<file path="config.mk">
export PLATFORM = sky130hd
export DESIGN_NAME = directory_entry_scanner_top
export DESIGN_NICKNAME = d
export VERILOG_FILES = /design/src/sv/dirscan_pkg.sv /design/src/sv/dirscan_cfg.sv /design/src/sv/dirscan_classify.sv /design/src/sv/dirscan_core.sv /design/src/sv/directory_entry_scanner_top.sv
export SDC_FILE = /design/constraint.sdc
export NUM_CORES = 1
export LEC_CHECK = 0
export ABC_AREA = 0
export ABC_CLOCK_PERIOD_IN_PS = 5750
export BUFFER_PORTS_ARGS = -buffer_cell sky130_fd_sc_hd__buf_4
export CORE_ASPECT_RATIO = 0.7
export CORE_UTILIZATION = 54
export CTS_CLUSTER_SIZE = 12
export DETAILED_ROUTE_END_ITERATION = 7
export HOLD_SLACK_MARGIN = 0.05
export PLACE_DENSITY = 0.83
export SYNTH_ARGS = -nofsm -noshare
export SYNTH_HDL_FRONTEND = slang
export SYNTH_HIERARCHICAL = 1
export SYNTH_SLANG_ARGS = --single-unit
export TNS_END_PERCENT = 10
</file>
<file path="constraint.sdc">
create_clock -name clk -period 5.75 [get_ports clk]
set_input_delay 1.725 -clock clk [delete_from_list [all_inputs] [get_ports clk]]
set_output_delay 1.725 -clock clk [all_outputs]
set_load 0.02 [all_outputs]
</file>
<file path="src/sv/dirscan_pkg.sv">
package dirscan_pkg;

	localparam int unsigned MAX_SLOTS = 2048;
	localparam int unsigned SLOT_W    = 11;
	localparam int unsigned COUNT_W   = 16;

	localparam logic [7:0] BYTE_END      = 8'h00;
	localparam logic [7:0] BYTE_DELETED  = 8'hE5;
	localparam logic [7:0] BYTE_DOT      = 8'h2E;
	localparam logic [7:0] BYTE_SPACE    = 8'h20;
	localparam logic [7:0] ATTR_LONGNAME = 8'h0F;
	localparam logic [7:0] ATTR_VOLUME   = 8'h08;
	localparam logic [7:0] ATTR_DIR      = 8'h10;

	localparam logic [COUNT_W-1:0] COUNT_MAX = '1;

	typedef enum logic [1:0] {
		MODE_FIND  = 2'd0,
		MODE_FREE  = 2'd1,
		MODE_EMPTY = 2'd2,
		MODE_LIST  = 2'd3
	} scan_mode_t;

	typedef enum logic [1:0] {
		REG_SCAN_MODE   = 2'd0,
		REG_TARGET_BASE = 2'd1,
		REG_TARGET_EXT  = 2'd2,
		REG_LIST_LIMIT  = 2'd3
	} reg_index_t;

	typedef enum logic [2:0] {
		VERDICT_IGNORED   = 3'd0,
		VERDICT_SKIPPED   = 3'd1,
		VERDICT_LIVE      = 3'd2,
		VERDICT_MATCH     = 3'd3,
		VERDICT_FREE      = 3'd4,
		VERDICT_END       = 3'd5,
		VERDICT_NOT_EMPTY = 3'd6
	} verdict_t;

	typedef struct packed {
		scan_mode_t         scan_mode;
		logic [63:0]        target_name_base;
		logic [23:0]        target_name_ext;
		logic [COUNT_W-1:0] list_limit;
	} cfg_t;

	typedef struct packed {
		logic              new_scan;
		logic [SLOT_W-1:0] slot_index;
		logic [63:0]       entry_name_base;
		logic [23:0]       entry_name_ext;
		logic [7:0]        attribute;
		logic [31:0]       start_cluster;
		logic [31:0]       size_bytes;
	} entry_t;

	typedef struct packed {
		verdict_t           verdict;
		logic [SLOT_W-1:0]  slot_echo;
		logic               is_directory;
		logic [31:0]        cluster_echo;
		logic [31:0]        size_echo;
		logic [63:0]        listed_name_base;
		logic [23:0]        listed_name_ext;
		logic [COUNT_W-1:0] listed_total;
	} result_t;

	typedef struct packed {
		logic               finished;
		logic [COUNT_W-1:0] count;
	} scan_state_t;

endpackage

</file>
<file path="src/sv/dirscan_cfg.sv">
module dirscan_cfg (
	input  logic                clk,
	input  logic                arst_n,
	input  logic                cfg_valid,
	output logic                cfg_ready,
	input  logic [1:0]          cfg_index,
	input  logic [63:0]         cfg_data,
	output dirscan_pkg::cfg_t   cfg
);
	import dirscan_pkg::*;

	cfg_t cfg_q;

	assign cfg_ready = 1'b1;
	assign cfg       = cfg_q;

	always_ff @(posedge clk or negedge arst_n) begin
		if (!arst_n) begin
			cfg_q.scan_mode        <= MODE_FIND;
			cfg_q.target_name_base <= 64'h2020_2020_2020_2020;
			cfg_q.target_name_ext  <= 24'h20_2020;
			cfg_q.list_limit       <= COUNT_MAX;
		end else if (cfg_valid) begin
			case (reg_index_t'(cfg_index))
				REG_SCAN_MODE:   cfg_q.scan_mode        <= scan_mode_t'(cfg_data[1:0]);
				REG_TARGET_BASE: cfg_q.target_name_base <= cfg_data;
				REG_TARGET_EXT:  cfg_q.target_name_ext  <= cfg_data[23:0];
				REG_LIST_LIMIT:  cfg_q.list_limit       <= cfg_data[COUNT_W-1:0];
				default: ;
			endcase
		end
	end

endmodule

</file>
<file path="src/sv/dirscan_classify.sv">
module dirscan_classify (
	input  dirscan_pkg::cfg_t         cfg,
	input  dirscan_pkg::entry_t       entry,
	input  dirscan_pkg::scan_state_t  state_cur,
	output dirscan_pkg::scan_state_t  state_nxt,
	output dirscan_pkg::result_t      result
);
	import dirscan_pkg::*;

	logic [7:0]         first;
	logic [7:0]         b1;
	logic [7:0]         b2;
	logic               is_dot;
	logic               is_skip;
	logic               name_match;
	logic               fin0;
	logic [COUNT_W-1:0] cnt0;
	logic [COUNT_W-1:0] cnt_inc;
	verdict_t           verdict;

	always_comb begin
		first      = entry.entry_name_base[7:0];
		b1         = entry.entry_name_base[15:8];
		b2         = entry.entry_name_base[23:16];
		is_dot     = (first == BYTE_DOT) &&
			((b1 == BYTE_SPACE) || ((b1 == BYTE_DOT) && (b2 == BYTE_SPACE)));
		is_skip    = (first == BYTE_DELETED) || (entry.attribute == ATTR_LONGNAME) ||
			((entry.attribute & ATTR_VOLUME) != 8'h00);
		name_match = (entry.entry_name_base == cfg.target_name_base) &&
			(entry.entry_name_ext == cfg.target_name_ext);
		fin0       = entry.new_scan ? 1'b0 : state_cur.finished;
		cnt0       = entry.new_scan ? '0 : state_cur.count;
		cnt_inc    = (cnt0 != COUNT_MAX) ? cnt0 + 1'b1 : cnt0;

		state_nxt.finished = fin0;
		state_nxt.count    = cnt0;
		verdict            = VERDICT_SKIPPED;

		if (fin0) begin
			verdict = VERDICT_IGNORED;
		end else if ({1'b0, entry.slot_index} >= (SLOT_W+1)'(MAX_SLOTS)) begin
			verdict = VERDICT_SKIPPED;
		end else if (cfg.scan_mode == MODE_FREE) begin
			if ((first == BYTE_END) || (first == BYTE_DELETED)) begin
				verdict            = VERDICT_FREE;
				state_nxt.finished = 1'b1;
			end
		end else if ((cfg.scan_mode == MODE_LIST) && (cnt0 >= cfg.list_limit)) begin
			verdict            = VERDICT_IGNORED;
			state_nxt.finished = 1'b1;
		end else if (first == BYTE_END) begin
			verdict            = VERDICT_END;
			state_nxt.finished = 1'b1;
		end else if (is_skip) begin
			verdict = VERDICT_SKIPPED;
		end else begin
			case (cfg.scan_mode)
				MODE_FIND: begin
					if (name_match) begin
						verdict            = VERDICT_MATCH;
						state_nxt.finished = 1'b1;
					end else begin
						verdict = VERDICT_LIVE;
					end
				end
				MODE_EMPTY: begin
					if (is_dot) begin
						verdict = VERDICT_LIVE;
					end else begin
						verdict            = VERDICT_NOT_EMPTY;
						state_nxt.finished = 1'b1;
					end
				end
				MODE_LIST: begin
					verdict            = VERDICT_LIVE;
					state_nxt.count    = cnt_inc;
					state_nxt.finished = (cnt_inc >= cfg.list_limit);
				end
				default: verdict = VERDICT_SKIPPED;
			endcase
		end

		result.verdict          = verdict;
		result.slot_echo        = entry.slot_index;
		result.is_directory     = (entry.attribute & ATTR_DIR) != 8'h00;
		result.cluster_echo     = entry.start_cluster;
		result.size_echo        = entry.size_bytes;
		result.listed_name_base = entry.entry_name_base;
		result.listed_name_ext  = entry.entry_name_ext;
		result.listed_total     = state_nxt.count;
	end

endmodule

</file>
<file path="src/sv/dirscan_core.sv">
module dirscan_core (
	input  logic                  clk,
	input  logic                  arst_n,
	input  dirscan_pkg::cfg_t     cfg,
	input  logic                  in_valid,
	output logic                  in_ready,
	input  dirscan_pkg::entry_t   in_entry,
	output logic                  out_valid,
	input  logic                  out_ready,
	output dirscan_pkg::result_t  out_result
);
	import dirscan_pkg::*;

	logic        valid_s1;
	entry_t      entry_s1;
	logic        valid_s2;
	result_t     result_s2;
	scan_state_t state_q;
	scan_state_t state_nxt;
	result_t     result;
	logic        advance;

	assign advance    = valid_s1 && (!valid_s2 || out_ready);
	assign in_ready   = !valid_s1 || advance;
	assign out_valid  = valid_s2;
	assign out_result = result_s2;

	dirscan_classify u_classify (
		.cfg       (cfg),
		.entry     (entry_s1),
		.state_cur (state_q),
		.state_nxt (state_nxt),
		.result    (result)
	);

	always_ff @(posedge clk or negedge arst_n) begin
		if (!arst_n) begin
			valid_s1 <= 1'b0;
			valid_s2 <= 1'b0;
			state_q  <= '0;
		end else begin
			if (in_ready) begin
				valid_s1 <= in_valid;
			end
			if (advance) begin
				valid_s2 <= 1'b1;
				state_q  <= state_nxt;
			end else if (out_ready) begin
				valid_s2 <= 1'b0;
			end
		end
	end

	always_ff @(posedge clk) begin
		if (in_valid && in_ready) begin
			entry_s1 <= in_entry;
		end
		if (advance) begin
			result_s2 <= result;
		end
	end

endmodule

</file>
<file path="src/sv/directory_entry_scanner_top.sv">
// Directory entry scanner: classifies one 32-byte directory entry per beat.
// Entry beats arrive on the s_ channel (new_scan in s_tuser, the other entry
// fields in s_tdata) and one result beat per entry leaves on the m_ channel
// (verdict in m_tuser, echoes and listed_total in m_tdata).
// Registers are written through the cfg_ channel, which is always ready; they
// should only be changed while no entry is in flight.
// An accepted entry beat passes through the input register and then the
// result register before it leaves as a result beat. The scan state
// (done flag and live count) is updated as an entry moves into the result
// register, so while the receiver keeps m_tready high a new entry may be
// accepted on every cycle and throughput is one entry per cycle.
// When the receiver holds m_tready low, the result register keeps its beat;
// an empty input register still takes one more entry; s_tready is then low
// until the result is taken.
// Reset clears both stages, the done flag and the live count, and restores the
// register defaults: find mode, a target name of eleven spaces and a list
// limit of 65535.
module directory_entry_scanner_top (
	input  logic         clk,
	input  logic         arst_n,
	input  logic         cfg_valid,
	output logic         cfg_ready,
	input  logic [1:0]   cfg_index,
	input  logic [63:0]  cfg_data,
	input  logic         s_tvalid,
	output logic         s_tready,
	// slot_index, entry_name_base, entry_name_ext, attribute, start_cluster,
	// size_bytes, zero pad
	input  logic [175:0] s_tdata,
	// new_scan
	input  logic         s_tuser,
	output logic         m_tvalid,
	input  logic         m_tready,
	// slot_echo, is_directory, cluster_echo, size_echo, listed_name_base,
	// listed_name_ext, listed_total, zero pad
	output logic [183:0] m_tdata,
	// verdict
	output logic [2:0]   m_tuser
);
	import dirscan_pkg::*;

	cfg_t    cfg;
	entry_t  in_entry;
	result_t out_result;

	assign in_entry.new_scan        = s_tuser;
	assign in_entry.slot_index      = s_tdata[10:0];
	assign in_entry.entry_name_base = s_tdata[74:11];
	assign in_entry.entry_name_ext  = s_tdata[98:75];
	assign in_entry.attribute       = s_tdata[106:99];
	assign in_entry.start_cluster   = s_tdata[138:107];
	assign in_entry.size_bytes      = s_tdata[170:139];

	assign m_tuser = out_result.verdict;
	assign m_tdata = {4'b0000,
		out_result.listed_total,
		out_result.listed_name_ext,
		out_result.listed_name_base,
		out_result.size_echo,
		out_result.cluster_echo,
		out_result.is_directory,
		out_result.slot_echo};

	dirscan_cfg u_cfg (
		.clk       (clk),
		.arst_n    (arst_n),
		.cfg_valid (cfg_valid),
		.cfg_ready (cfg_ready),
		.cfg_index (cfg_index),
		.cfg_data  (cfg_data),
		.cfg       (cfg)
	);

	dirscan_core u_core (
		.clk        (clk),
		.arst_n     (arst_n),
		.cfg        (cfg),
		.in_valid   (s_tvalid),
		.in_ready   (s_tready),
		.in_entry   (in_entry),
		.out_valid  (m_tvalid),
		.out_ready  (m_tready),
		.out_result (out_result)
	);

endmodule

</file>
==> results of run 1 <==
==> flip-flops by register name, indices dropped and copies added, names as in the netlist <==
| register | count |
|---|---|
| u_core/out_result | 183 |
| u_cfg/cfg | 106 |
| u_core/out_valid | 1 |
| u_core/entry_s1 | 166 |
| u_core/state_q | 17 |
| u_core/valid_s1 | 1 |
==> through the flow <==
step | utilization [%] | std cells
6_report | 66.4 | 2015
5_1_grt | 66.3 | 2012
4_1_cts | 66.3 | 2011
3_5_place_dp | 62.3 | 1923
3_3_place_gp | 62.3 | 1923
2_1_floorplan | - | 1219
==> final timing paths <==
path	slack, ps	depth (start not counted)	to	start
max	1320	15	u_core/state_q[16]$_DFFE_PN0P_	u_core/entry_s1[171]$_DFFE_PP_
min	420	0	u_core/out_result[118]$_DFFE_PP_	u_core/entry_s1[14]$_DFFE_PP_
max reg2reg	1320	15	u_core/state_q[16]$_DFFE_PN0P_	u_core/entry_s1[171]$_DFFE_PP_
min reg2reg	420	0	u_core/out_result[118]$_DFFE_PP_	u_core/entry_s1[14]$_DFFE_PP_
max in group asynchronous	3640	2	u_cfg/cfg[68]$_DFFE_PN0P_	arst_n
min in group asynchronous	1110	1	u_cfg/cfg[82]$_DFFE_PN0P_	arst_n
==> worst max-delay path, delay by kind of cell, from the launching register on <==
kind            cells  cell delay (ps)
xor+xnor            1              130
mux                 1              280
simple gates        7             1720
compound gates      4              980
flops               1              710
fa+ha+maj           2              490
==> power by group through the flow <==
stage / logic [uW] / clock network, uW / registers (uW)
5_1_grt: 1120 / 3060 / 4330
3_3_place_gp: 1020 / 0 / 4330
6_report: 1050 / 2870 / 4300
4_1_cts: 1050 / 2930 / 4290
3_5_place_dp: 1040 / 0 / 4350
2_1_floorplan: 559 / 0 / 4420
==> cell type report <==
class	instances	area [sq um]	area share (%)
multi-input combinational	500	4280	18.3
sequential	474	13600	58.3
timing repair buffer	433	3280	14.0
clock buffer	79	1310	5.59
tap	472	591	2.53
clock inverter	9	104	0.444
antenna	4	10.0	0.0428
inverter	44	173	0.738
==> routing by layer <==
layer	up-vias	routed length, um
met5	-	134
met4	4	1660
met3	106	4130
met2	506	22700
met1	5305	19100
li1	4819	-
==> cell usage in the layout, fill, tap and decap left out, types with 5 or more instances in the layout <==
master,count
sky130_fd_sc_hd__inv_1,43
sky130_fd_sc_hd__edfxtp_1,349
sky130_fd_sc_hd__nand3_1,9
sky130_fd_sc_hd__nor4_1,12
sky130_fd_sc_hd__conb_1,5
sky130_fd_sc_hd__o21ai_0,9
sky130_fd_sc_hd__o22ai_1,5
sky130_fd_sc_hd__ha_1,32
sky130_fd_sc_hd__nor2b_1,43
sky130_fd_sc_hd__xor2_1,20
sky130_fd_sc_hd__clkbuf_16,47
sky130_fd_sc_hd__a21oi_1,13
sky130_fd_sc_hd__nand2b_1,21
sky130_fd_sc_hd__nand2_1,19
sky130_fd_sc_hd__mux2_2,120
sky130_fd_sc_hd__nand4_1,20
sky130_fd_sc_hd__clkbuf_1,31
sky130_fd_sc_hd__buf_4,430
sky130_fd_sc_hd__mux2_4,9
sky130_fd_sc_hd__nor2_1,18
sky130_fd_sc_hd__nor3_1,12
sky130_fd_sc_hd__a2111o_1,10
sky130_fd_sc_hd__dfstp_2,27
sky130_fd_sc_hd__dfrtp_1,98
sky130_fd_sc_hd__xnor2_1,53
==> results.rst, run 1 <==
.. list-table::
   :header-rows: 1

   * - Metric
     - Value
   * - Worst Skew
     - 13.5 ps
   * - Category of the most critical setup path
     - flop to flop
   * - First-pass GRT wire length
     - 69.1 mm
   * - Clock-pin slew on the worst setup and hold paths
     - 60 ps
   * - Shortest clock period the worst path allows after layout
     - 4430 ps
   * - Detailed-route wire length per cell
     - 23.6 um
   * - GRT overflow
     - 0
   * - Core area
     - 0.0352 sq mm
   * - Final std cell area, no fill
     - 0.0234 sq mm
   * - Die H
     - 161 um
   * - Highest ir drop seen on vdd
     - 0.321 mV
   * - Site row count
     - 57
   * - Number of detailed-route iterations in the first pass
     - 5
   * - Count of buffers added by post-CTS timing repair for setup
     - 0
   * - Source-to-sink clock delay at the later pin of the worst-skew pair
     - 560 ps
   * - Via count of the first global-routing pass
     - 11168
   * - Share of total power in the clock network
     - 35.0%
   * - Finish-stage setup viols
     - 0
   * - Violation count after the first detailed-routing iteration
     - 923
   * - Antenna violations before repair
     - 4
   * - Power per Cell Area
     - 351 mW/mm^2
   * - CP Data Arrival Time
     - 4870 ps
   * - Number of buffers created by CTS
     - 47
   * - Leakage
     - 0.00949 uW
   * - Die Outline Area
     - 0.0371 sq mm
   * - CP max stage delay
     - 710 ps
   * - Total via count after detailed routing
     - 10740
   * - Initial Util
     - 55.7%
   * - Post-route worst hold slack
     - 416 ps
   * - Net switching power
     - 2040 uW
   * - Post-route clock period utilization
     - 77.0%
   * - Crit path max fanout
     - 26
   * - Pin count of the biggest net entering global routing
     - 102
   * - Comb pwr share
     - 12.8%
   * - Ordered list of cells on the worst path
     - nor2b_1, ha_1, nand4_1, nor4_4, a211oi_1, and3_1, xnor2_1, ha_1, a2111oi_0, nand2_1, a21oi_1, o21ai_0, nand3_1, nand4_1, mux2_2
   * - Clock tree from TritonCTS
     - yes
   * - Busiest grt layer
     - met2
   * - Reported max-cap violation count
     - 0
   * - Power Internal
     - 6180 uW
   * - Number of sinks driven by the clock tree
     - 474
   * - Detailed-route wire length
     - 47.6 mm
   * - Final Hold Viols
     - 0
   * - Synthesized instance count
     - 1216
   * - Post-cts gate resize count
     - 0
   * - I/O pin total
     - 438
   * - GRT met3 Usage
     - 7.29%
   * - Pre-CTS WS
     - 1370 ps
   * - H-Tree Depth
     - 2
   * - Overall power consumption
     - 8220 uW
   * - Achievable frequency
     - 226 MHz
   * - Fill cell instance count of the final layout
     - 2393
   * - Hold bufs inserted after CTS
     - 0
   * - Cell at the root of the clock tree
     - sky130_fd_sc_hd__clkbuf_16
   * - Synth warnings
     - 6
   * - Number of design rule violations left after detail routing
     - 0
   * - GR Layer Usage met2
     - 41.3%
   * - Class of the most critical hold timing path
     - flop to flop
   * - Area added between synthesis and finish
     - 19.2%
   * - Final weighted congestion in routability-driven placement
     - 0.893
   * - DRT antenna net count
     - 0
   * - Share of cells above drive strength 1
     - 43.0%
   * - Startpoint Class
     - flop
   * - Post-Synthesis Mean Instance Area
     - 16.1 sq um
   * - Result of the run
     - complete, no violations
   * - Slew HR
     - 15.0%
   * - Standard cell with the maximum stage delay on the critical path
     - sky130_fd_sc_hd__edfxtp_1
   * - Slack of the critical path
     - 1320 ps
   * - Count of nets after finishing
     - 1780
   * - Global router's overall resource usage
     - 25.6%
   * - Final slew viol count
     - 0
   * - Horizontal extent of the die
     - 230 um
   * - Kind of capture point of the worst setup path
     - flop
   * - Setup repair after global routing missed its margin
     - no
   * - Switching power share of the total
     - 24.8%
   * - Worst Max-Slew Pin Slew
     - 1270 ps
   * - Data required time of the critical path
     - 6190 ps
   * - Seq pwr share
     - 52.3%
   * - Detailed-route vias per instance
     - 5.33
   * - HPWL after detailed placement
     - 34.0 mm
   * - Final TNS setup
     - 0 ps
   * - PortBufs
     - 421
   * - Cell area after synthesis
     - 0.0196 sq mm
   * - Cell Area, Placed
     - 0.0220 sq mm
   * - Met1 Track Usage GR
     - 33.0%
   * - Maximum buffer depth of the clock tree
     - 3
No activity file was read; power rests on OpenSTA's default activity.
==> run 2: changes to the inputs <==
--- a/config.mk
+++ b/config.mk
@@ -6,14 +6,14 @@
 export NUM_CORES = 1
 export LEC_CHECK = 0
 export ABC_AREA = 0
-export ABC_CLOCK_PERIOD_IN_PS = 5750
+export ABC_CLOCK_PERIOD_IN_PS = 3550
 export BUFFER_PORTS_ARGS = -buffer_cell sky130_fd_sc_hd__buf_4
 export CORE_ASPECT_RATIO = 0.7
-export CORE_UTILIZATION = 54
+export CORE_UTILIZATION = 49
 export CTS_CLUSTER_SIZE = 12
 export DETAILED_ROUTE_END_ITERATION = 7
 export HOLD_SLACK_MARGIN = 0.05
-export PLACE_DENSITY = 0.83
+export PLACE_DENSITY = 0.79
 export SYNTH_ARGS = -nofsm -noshare
 export SYNTH_HDL_FRONTEND = slang
 export SYNTH_HIERARCHICAL = 1
==> constraint.sdc (replaced) <==
create_clock -name clk -period 3.55 [get_ports clk]
set_input_delay 1.065 -clock clk [delete_from_list [all_inputs] [get_ports clk]]
set_output_delay 1.065 -clock clk [all_outputs]
set_load 0.02 [all_outputs]
==> run 2 against run 1 <==
Against the previous run: setup slack got worse by 1400 ps; hold slack gained 0.82 ps; sequential share of layout area decreased by 1.2 points; critical path depth did not move; first-iteration DRC count shrank 16%; via count rose by 1.2%; the run now ends with setup timing left; clock-buffer cell count stayed put; die area is 10% higher; core utilization shrank 5.1 points; routed wire length up 1.7%; total power rose by 62%; critical endpoint unchanged; sequential power is 61% higher.
==> results.rst, run 2 (synthesized netlist as in run 1, its figures left out) <==
.. list-table::
   :header-rows: 1

   * - Metric
     - Value
   * - Pin count of the biggest net entering global routing
     - 71
   * - Number of flip-flops in the largest register
     - 183
   * - Number of sinks driven by the clock tree
     - 474
   * - Most frequent standard cell in the layout excluding fill and tap cells
     - sky130_fd_sc_hd__buf_4
   * - Antenna violations before repair
     - 1
   * - Crit path buffers/inverters
     - 2
   * - Crit path max fanout
     - 6
   * - Detailed-route wire length per cell
     - 23.1 um
   * - Final weighted congestion in routability-driven placement
     - 0.910
   * - Die Outline Area
     - 0.0409 sq mm
   * - DRT antenna net count
     - 0
   * - R2R setup slack
     - -40 ps
   * - Count of cells along the worst register-to-register path
     - 15
   * - Power Internal
     - 10000 uW
   * - Post-route clock period utilization
     - 101%
   * - CP Data Arrival Time
     - 4080 ps
   * - PortBufs
     - 421
   * - Stages on worst setup path
     - 15
   * - Number of buffers created by CTS
     - 47
   * - Highest ir drop seen on vdd
     - 0.433 mV
   * - Comb pwr share
     - 13.5%
   * - Share of cells above drive strength 1
     - 45.3%
   * - Worst setup path end
     - u_core/state_q[16]$_DFFE_PN0P_
   * - Core area
     - 0.0390 sq mm
   * - Number of cells in the finished layout apart from fillers
     - 2100
   * - Kind of cell with the highest combined delay on the critical path
     - simple AND/OR/NAND/NOR gates
   * - Violation count after the first detailed-routing iteration
     - 777
   * - Cell at the root of the clock tree
     - sky130_fd_sc_hd__clkbuf_16
   * - Area added between synthesis and finish
     - 21.7%
   * - Share of total power in the clock network
     - 34.3%
   * - Most used cells in the layout excluding fill and tap cells
     - 454 x sky130_fd_sc_hd__buf_4, 349 x sky130_fd_sc_hd__edfxtp_1, 119 x sky130_fd_sc_hd__mux2_2, 98 x sky130_fd_sc_hd__dfrtp_1, 53 x sky130_fd_sc_hd__xnor2_1
   * - Via count of the first global-routing pass
     - 11022
   * - Shortest clock period the worst path allows after layout
     - 3590 ps
   * - Leakage
     - 0.00972 uW
   * - Clock-pin slew on the worst setup and hold paths
     - 60 ps
   * - Count of nets after finishing
     - 1814
   * - Overall power consumption
     - 13300 uW
   * - Seq pwr share
     - 52.2%
   * - Slack of the critical path
     - -41.9 ps
   * - Initial Util
     - 50.4%
   * - Final std cell area, no fill
     - 0.0239 sq mm
   * - CP max stage delay
     - 550 ps
   * - R2r endpoint
     - u_core/state_q[16]$_DFFE_PN0P_
   * - Number of design rule violations left after detail routing
     - 0
   * - Launching element of the worst setup path
     - u_core/entry_s1[171]$_DFFE_PP_
   * - Die H
     - 169 um
   * - Switching power share of the total
     - 24.7%
   * - Total via count after detailed routing
     - 10872
   * - Achievable frequency
     - 278 MHz
   * - GRT overflow
     - 0
   * - Failing checks
     - setup timing
   * - Cell Area, Placed
     - 0.0223 sq mm
   * - Slew HR
     - 46.2%
   * - Final Hold Viols
     - 0
   * - I/O pin total
     - 438
   * - Final slew viol count
     - 0
   * - Global router's overall resource usage
     - 23.4%
   * - Fill cell instance count of the final layout
     - 2862
   * - Result of the run
     - complete, but fails checks
   * - Net switching power
     - 3280 uW
   * - Critical register-to-register path startpoint
     - u_core/entry_s1[171]$_DFFE_PP_
   * - Site row count
     - 60
   * - Kind of capture point of the worst setup path
     - flop
   * - Horizontal extent of the die
     - 241 um
   * - Source-to-sink clock delay at the later pin of the worst-skew pair
     - 550 ps
   * - Category of the most critical setup path
     - flop to flop
   * - Maximum buffer depth of the clock tree
     - 3
   * - Detailed-route vias per instance
     - 5.18
   * - Ordered list of cells on the worst path
     - buf_12, nand2b_4, or4_4, a21oi_4, buf_4, nand3_2, xnor2_1, nor2_1, ha_1, nand4_1, or4_4, o21ai_2, nand3_1, nand4_1, mux2_4
   * - Power per Cell Area
     - 556 mW/mm^2
   * - Clock tree from TritonCTS
     - yes
   * - HPWL after detailed placement
     - 35.5 mm
   * - Class of the most critical hold timing path
     - flop to flop
   * - Finish-stage setup viols
     - 1
   * - Number of cells after detailed placement
     - 2003
   * - Standard cell with the maximum stage delay on the critical path
     - sky130_fd_sc_hd__edfxtp_1
   * - Worst Max-Slew Pin Slew
     - 795 ps
   * - Setup repair after global routing missed its margin
     - yes
   * - First-pass GRT wire length
     - 69.3 mm
   * - Number of detailed-route iterations in the first pass
     - 5
   * - Detailed-route wire length
     - 48.4 mm
   * - Startpoint Class
     - flop
   * - H-Tree Depth
     - 2
   * - Worst Skew
     - 16.7 ps
   * - Reported max-cap violation count
     - 0
   * - Data required time of the critical path
     - 4040 ps
## run 2: cell count changes in the layout (fill, tap and decap cells not counted), sizes merged
cell,previous run,this run
buf,433,465
inv,48,44
clkinv,4,7
diode,4,1
clkbuf,79,81
bufinv,1,0
clkinvlp,0,1
## run 2: worst reg2reg max path, cell delays in order, from the launching register on
cell and delay [ps]:
sky130_fd_sc_hd__edfxtp_1 550, sky130_fd_sc_hd__buf_12 210, sky130_fd_sc_hd__nand2b_4 150, sky130_fd_sc_hd__or4_4 510, sky130_fd_sc_hd__a21oi_4 180, sky130_fd_sc_hd__buf_4 160, sky130_fd_sc_hd__nand3_2 90, sky130_fd_sc_hd__xnor2_1 150
sky130_fd_sc_hd__nor2_1 60, sky130_fd_sc_hd__ha_1 320, sky130_fd_sc_hd__nand4_1 120, sky130_fd_sc_hd__or4_4 540, sky130_fd_sc_hd__o21ai_2 160, sky130_fd_sc_hd__nand3_1 90, sky130_fd_sc_hd__nand4_1 110, sky130_fd_sc_hd__mux2_4 140
## run 2: routing by layer
metal / GRT usage [%] / vias up / part of all wire, % / wire length, um
met3: 6.05 / 87 / 8.1 / 3920
li1: - / 4877 / - / -
met4: 6.66 / 0 / 2.3 / 1120
met1: 31.6 / 5451 / 42 / 20300
met5: 0 / - / 0 / 0
met2: 37.5 / 457 / 48 / 23100
## run 2: final cells by class
type,instances,area [sq um],share of cell area [%]
Clock buffer,79,1330,5.55
Antenna cell,1,2.50,0.0105
Inverter,44,169,0.707
Multi-Input combinational cell,500,4350,18.2
Clock inverter,8,61.3,0.257
Sequential cell,474,13600,57.1
Tap cell,527,659,2.76
Timing Repair Buffer,467,3670,15.4
## run 2: through the flow
| step | TNS, ps | setup WS [ps] | hold slack, ps | util, % |
|---|---|---|---|---|
| global placement | 0 | 48.5 | 400 | 57.3 |
| finish | -41.9 | -41.9 | 417 | 61.3 |
| detailed placement | 0 | 9.56 | 405 | 57.3 |
| global route | -200 | -200 | 420 | 61.3 |
| CTS | 0 | 4.29 | 418 | 60.8 |
| floorplan | -185220 | -1010 | 479 | - |
## run 2: what timing repair did
action	CTS	global route
pin swaps	1	15
hold buffers	0	0
endpoints found under the setup margin	1	1
cloned	0	2
resized for setup	1	20
setup buffers	0	7
## run 2: worst min-delay path by stage
stage	startpoint	end	slack [ps]	cells past startpoint
final	u_core/entry_s1[48]$_DFFE_PP_	u_core/out_result[152]$_DFFE_PP_	420	0
after global routing	u_core/entry_s1[0]$_DFFE_PP_	u_core/out_result[104]$_DFFE_PP_	420	0
after CTS	u_core/entry_s1[164]$_DFFE_PP_	u_core/out_result[173]$_DFFE_PP_	420	0
after detailed placement	u_core/entry_s1[22]$_DFFE_PP_	u_core/out_result[126]$_DFFE_PP_	400	0
after global placement	u_core/entry_s1[38]$_DFFE_PP_	u_core/out_result[142]$_DFFE_PP_	400	0
after floorplan	u_cfg/cfg[104]$_DFFE_PN0P_	u_cfg/cfg[104]$_DFFE_PN0P_	480	1
## run 2: power by group through the flow
stage          Clock, uW  Sequential, uW  Combinational [uW]
2_1_floorplan          0            7150                 909
6_report            4560            6940                1790
5_1_grt             4870            6990                1910
3_5_place_dp           0            7040                1760
3_3_place_gp           0            7010                1720
4_1_cts             4670            6940                1770
==> run 3: changes to the inputs <==
--- a/config.mk
+++ b/config.mk
@@ -9,11 +9,11 @@
 export ABC_CLOCK_PERIOD_IN_PS = 3550
 export BUFFER_PORTS_ARGS = -buffer_cell sky130_fd_sc_hd__buf_4
 export CORE_ASPECT_RATIO = 0.7
-export CORE_UTILIZATION = 49
+export CORE_UTILIZATION = 35
 export CTS_CLUSTER_SIZE = 12
 export DETAILED_ROUTE_END_ITERATION = 7
 export HOLD_SLACK_MARGIN = 0.05
-export PLACE_DENSITY = 0.79
+export PLACE_DENSITY = 0.61
 export SYNTH_ARGS = -nofsm -noshare
 export SYNTH_HDL_FRONTEND = slang
 export SYNTH_HIERARCHICAL = 1
==> run 3 against run 2 <==
Against the previous run: the run now ends clean; register-to-register slack better by 70 ps; first-iteration DRC count is 15% lower; critical path depth stayed put; combinational power hardly changed.
==> results.rst, run 3 (synthesized netlist as in run 1, its figures left out) <==
.. list-table::
   :header-rows: 1

   * - Metric
     - Value
   * - Result of the run
     - complete, no violations
   * - Highest ir drop seen on vdd
     - 0.344 mV
   * - Source-to-sink clock delay at the later pin of the worst-skew pair
     - 580 ps
   * - Setup repair after global routing missed its margin
     - yes
   * - Worst Skew
     - 22.7 ps
   * - Horizontal extent of the die
     - 285 um
   * - GRT overflow
     - 0
   * - Core area
     - 0.0553 sq mm
   * - Share of cells above drive strength 1
     - 45.6%
   * - Class of the most critical hold timing path
     - primary input to asynchronous set/reset pin
   * - Number of design rule violations left after detail routing
     - 0
   * - Clock-pin slew on the worst setup and hold paths
     - 60 ps
   * - Net switching power
     - 3370 uW
   * - Die H
     - 200 um
   * - Most used cells in the layout excluding fill and tap cells
     - 462 x sky130_fd_sc_hd__buf_4, 349 x sky130_fd_sc_hd__edfxtp_1, 120 x sky130_fd_sc_hd__mux2_2, 98 x sky130_fd_sc_hd__dfrtp_1, 53 x sky130_fd_sc_hd__xnor2_1
   * - Shortest clock period the worst path allows after layout
     - 3520 ps
   * - Final slew viol count
     - 0
   * - Detailed-route wire length
     - 49.6 mm
   * - Finish-stage setup viols
     - 0
   * - Comb pwr share
     - 13.2%
   * - DRT antenna net count
     - 0
   * - Reported max-cap violation count
     - 0
   * - Die Outline Area
     - 0.0570 sq mm
   * - Count of nets after finishing
     - 1825
   * - Cell at the root of the clock tree
     - sky130_fd_sc_hd__clkbuf_16
   * - Number of buffers created by CTS
     - 49
   * - First-pass GRT wire length
     - 70.3 mm
   * - Total via count after detailed routing
     - 10555
   * - Category of the most critical setup path
     - flop to flop
   * - Seq pwr share
     - 50.7%
   * - Crit path max fanout
     - 6
   * - Violation count after the first detailed-routing iteration
     - 658
   * - Share of total power in the clock network
     - 36.1%
   * - Power per Cell Area
     - 561 mW/mm^2
   * - H-Tree Depth
     - 2
   * - Startpoint Class
     - flop
   * - CP Data Arrival Time
     - 4040 ps
   * - Data required time of the critical path
     - 4070 ps
   * - Leakage
     - 0.00981 uW
   * - Switching power share of the total
     - 24.7%
   * - Achievable frequency
     - 284 MHz
   * - Number of sinks driven by the clock tree
     - 474
   * - Most frequent standard cell in the layout excluding fill and tap cells
     - sky130_fd_sc_hd__buf_4
   * - Clock tree from TritonCTS
     - yes
   * - Number of flip-flops in the largest register
     - 183
   * - HPWL after detailed placement
     - 36.8 mm
   * - Hold bufs inserted after CTS
     - 0
   * - Power Internal
     - 10300 uW
   * - PortBufs
     - 421
   * - Detailed-route vias per instance
     - 4.54
   * - Post-route clock period utilization
     - 99.1%
   * - I/O pin total
     - 438
   * - Final Hold Viols
     - 0
   * - Initial Util
     - 35.5%
   * - Area added between synthesis and finish
     - 24.1%
   * - Overall power consumption
     - 13600 uW
   * - Maximum buffer depth of the clock tree
     - 3
   * - Pin count of the biggest net entering global routing
     - 75
   * - Final weighted congestion in routability-driven placement
     - 0.938
   * - Global router's overall resource usage
     - 17.0%
   * - Site row count
     - 72
   * - Detailed-route wire length per cell
     - 21.3 um
   * - Antenna violations before repair
     - 5
   * - Number of detailed-route iterations in the first pass
     - 5
   * - Slack of the critical path
     - 30.6 ps
   * - Worst Max-Slew Pin Slew
     - 966 ps
   * - Fill cell instance count of the final layout
     - 4901
   * - Count of cells along the worst register-to-register path
     - 15
   * - Kind of capture point of the worst setup path
     - flop
   * - Via count of the first global-routing pass
     - 10722
   * - Slew HR
     - 35.3%
   * - Pre-CTS WS
     - 14.1 ps
run 3: cell types whose count changed in the layout (fill, tap and decap cells not counted), sizes merged:
cell / delta
diode: +1
clkinvlp: +2
buf: +9
bufinv: +2
run 3: layout make-up:
cell class                      instances  area, sq um  area share (%)
Antenna cell                            2         5.00          0.0206
Clock buffer                           79         1380            5.67
Multi-Input combinational cell        500         4320            17.8
Inverter                               44          169           0.694
Tap cell                              740          926            3.80
Sequential cell                       474        13600            56.1
Timing Repair Buffer                  476         3740            15.4
Clock inverter                         12          154           0.632
run 3: metrics by stage:
step	util [%]	hold slack [ps]	TNS, ps	instances	area, sq um
3_5_place_dp	41.0	405	0	2227	22700
2_1_floorplan	-	479	-185220	1219	19600
4_1_cts	43.7	338	0	2318	24200
6_report	44.0	363	0	2327	24300
3_3_place_gp	41.0	400	0	2227	22700
5_1_grt	44.0	353	-381	2326	24300
run 3: timing repair:
item | 4_1_cts | 5_1_grt
setup endpoints to repair | 0 | 7
setup buffers | 0 | 5
gates resized for setup | 0 | 15
run 3: per-layer routing:
metal | vias up | global-route usage [%] | share of wire, %
met3 | 71 | 3.83 | 6.4
met1 | 5197 | 23.0 | 44
met4 | 2 | 5.35 | 2.3
met5 | - | 0 | 0.022
li1 | 4916 | - | -
met2 | 369 | 27.5 | 47
run 3: worst paths after layout:
| check | startpoint | to | slack, ps |
|---|---|---|---|
| max | u_core/entry_s1[171]$_DFFE_PP_ | u_core/state_q[16]$_DFFE_PN0P_ | 30 |
| min | arst_n | u_cfg/cfg[71]$_DFFE_PN0P_ | 360 |
| max reg2reg | u_core/entry_s1[171]$_DFFE_PP_ | u_core/state_q[16]$_DFFE_PN0P_ | 30 |
| min reg2reg | u_core/entry_s1[40]$_DFFE_PP_ | u_core/out_result[144]$_DFFE_PP_ | 410 |
| max in group asynchronous | arst_n | u_cfg/cfg[69]$_DFFE_PN1P_ | 2350 |
| min in group clk | u_core/entry_s1[40]$_DFFE_PP_ | u_core/out_result[144]$_DFFE_PP_ | 410 |
run 3: power by group through the flow:
stage,combinational [uW],sequential [uW],clock (uW)
floorplan,909,7150,0
global placement,1770,7010,0
detailed placement,1790,7040,0
CTS,1800,6930,5090
global route,1940,6990,5300
finish,1800,6920,4930
run 3: worst max-delay path, stage by stage, from the launching register on:
cell and delay, ps:
sky130_fd_sc_hd__edfxtp_1 520, sky130_fd_sc_hd__buf_6 190, sky130_fd_sc_hd__clkbuf_16 140, sky130_fd_sc_hd__nand4b_1 250, sky130_fd_sc_hd__nor4_4 330, sky130_fd_sc_hd__buf_4 190
sky130_fd_sc_hd__buf_4 120, sky130_fd_sc_hd__o21ai_0 130, sky130_fd_sc_hd__xnor2_1 170, sky130_fd_sc_hd__ha_1 300, sky130_fd_sc_hd__nand4_1 130, sky130_fd_sc_hd__or4_1 520
sky130_fd_sc_hd__o21ai_1 160, sky130_fd_sc_hd__nand3_1 90, sky130_fd_sc_hd__nand4_1 100, sky130_fd_sc_hd__mux2_2 140
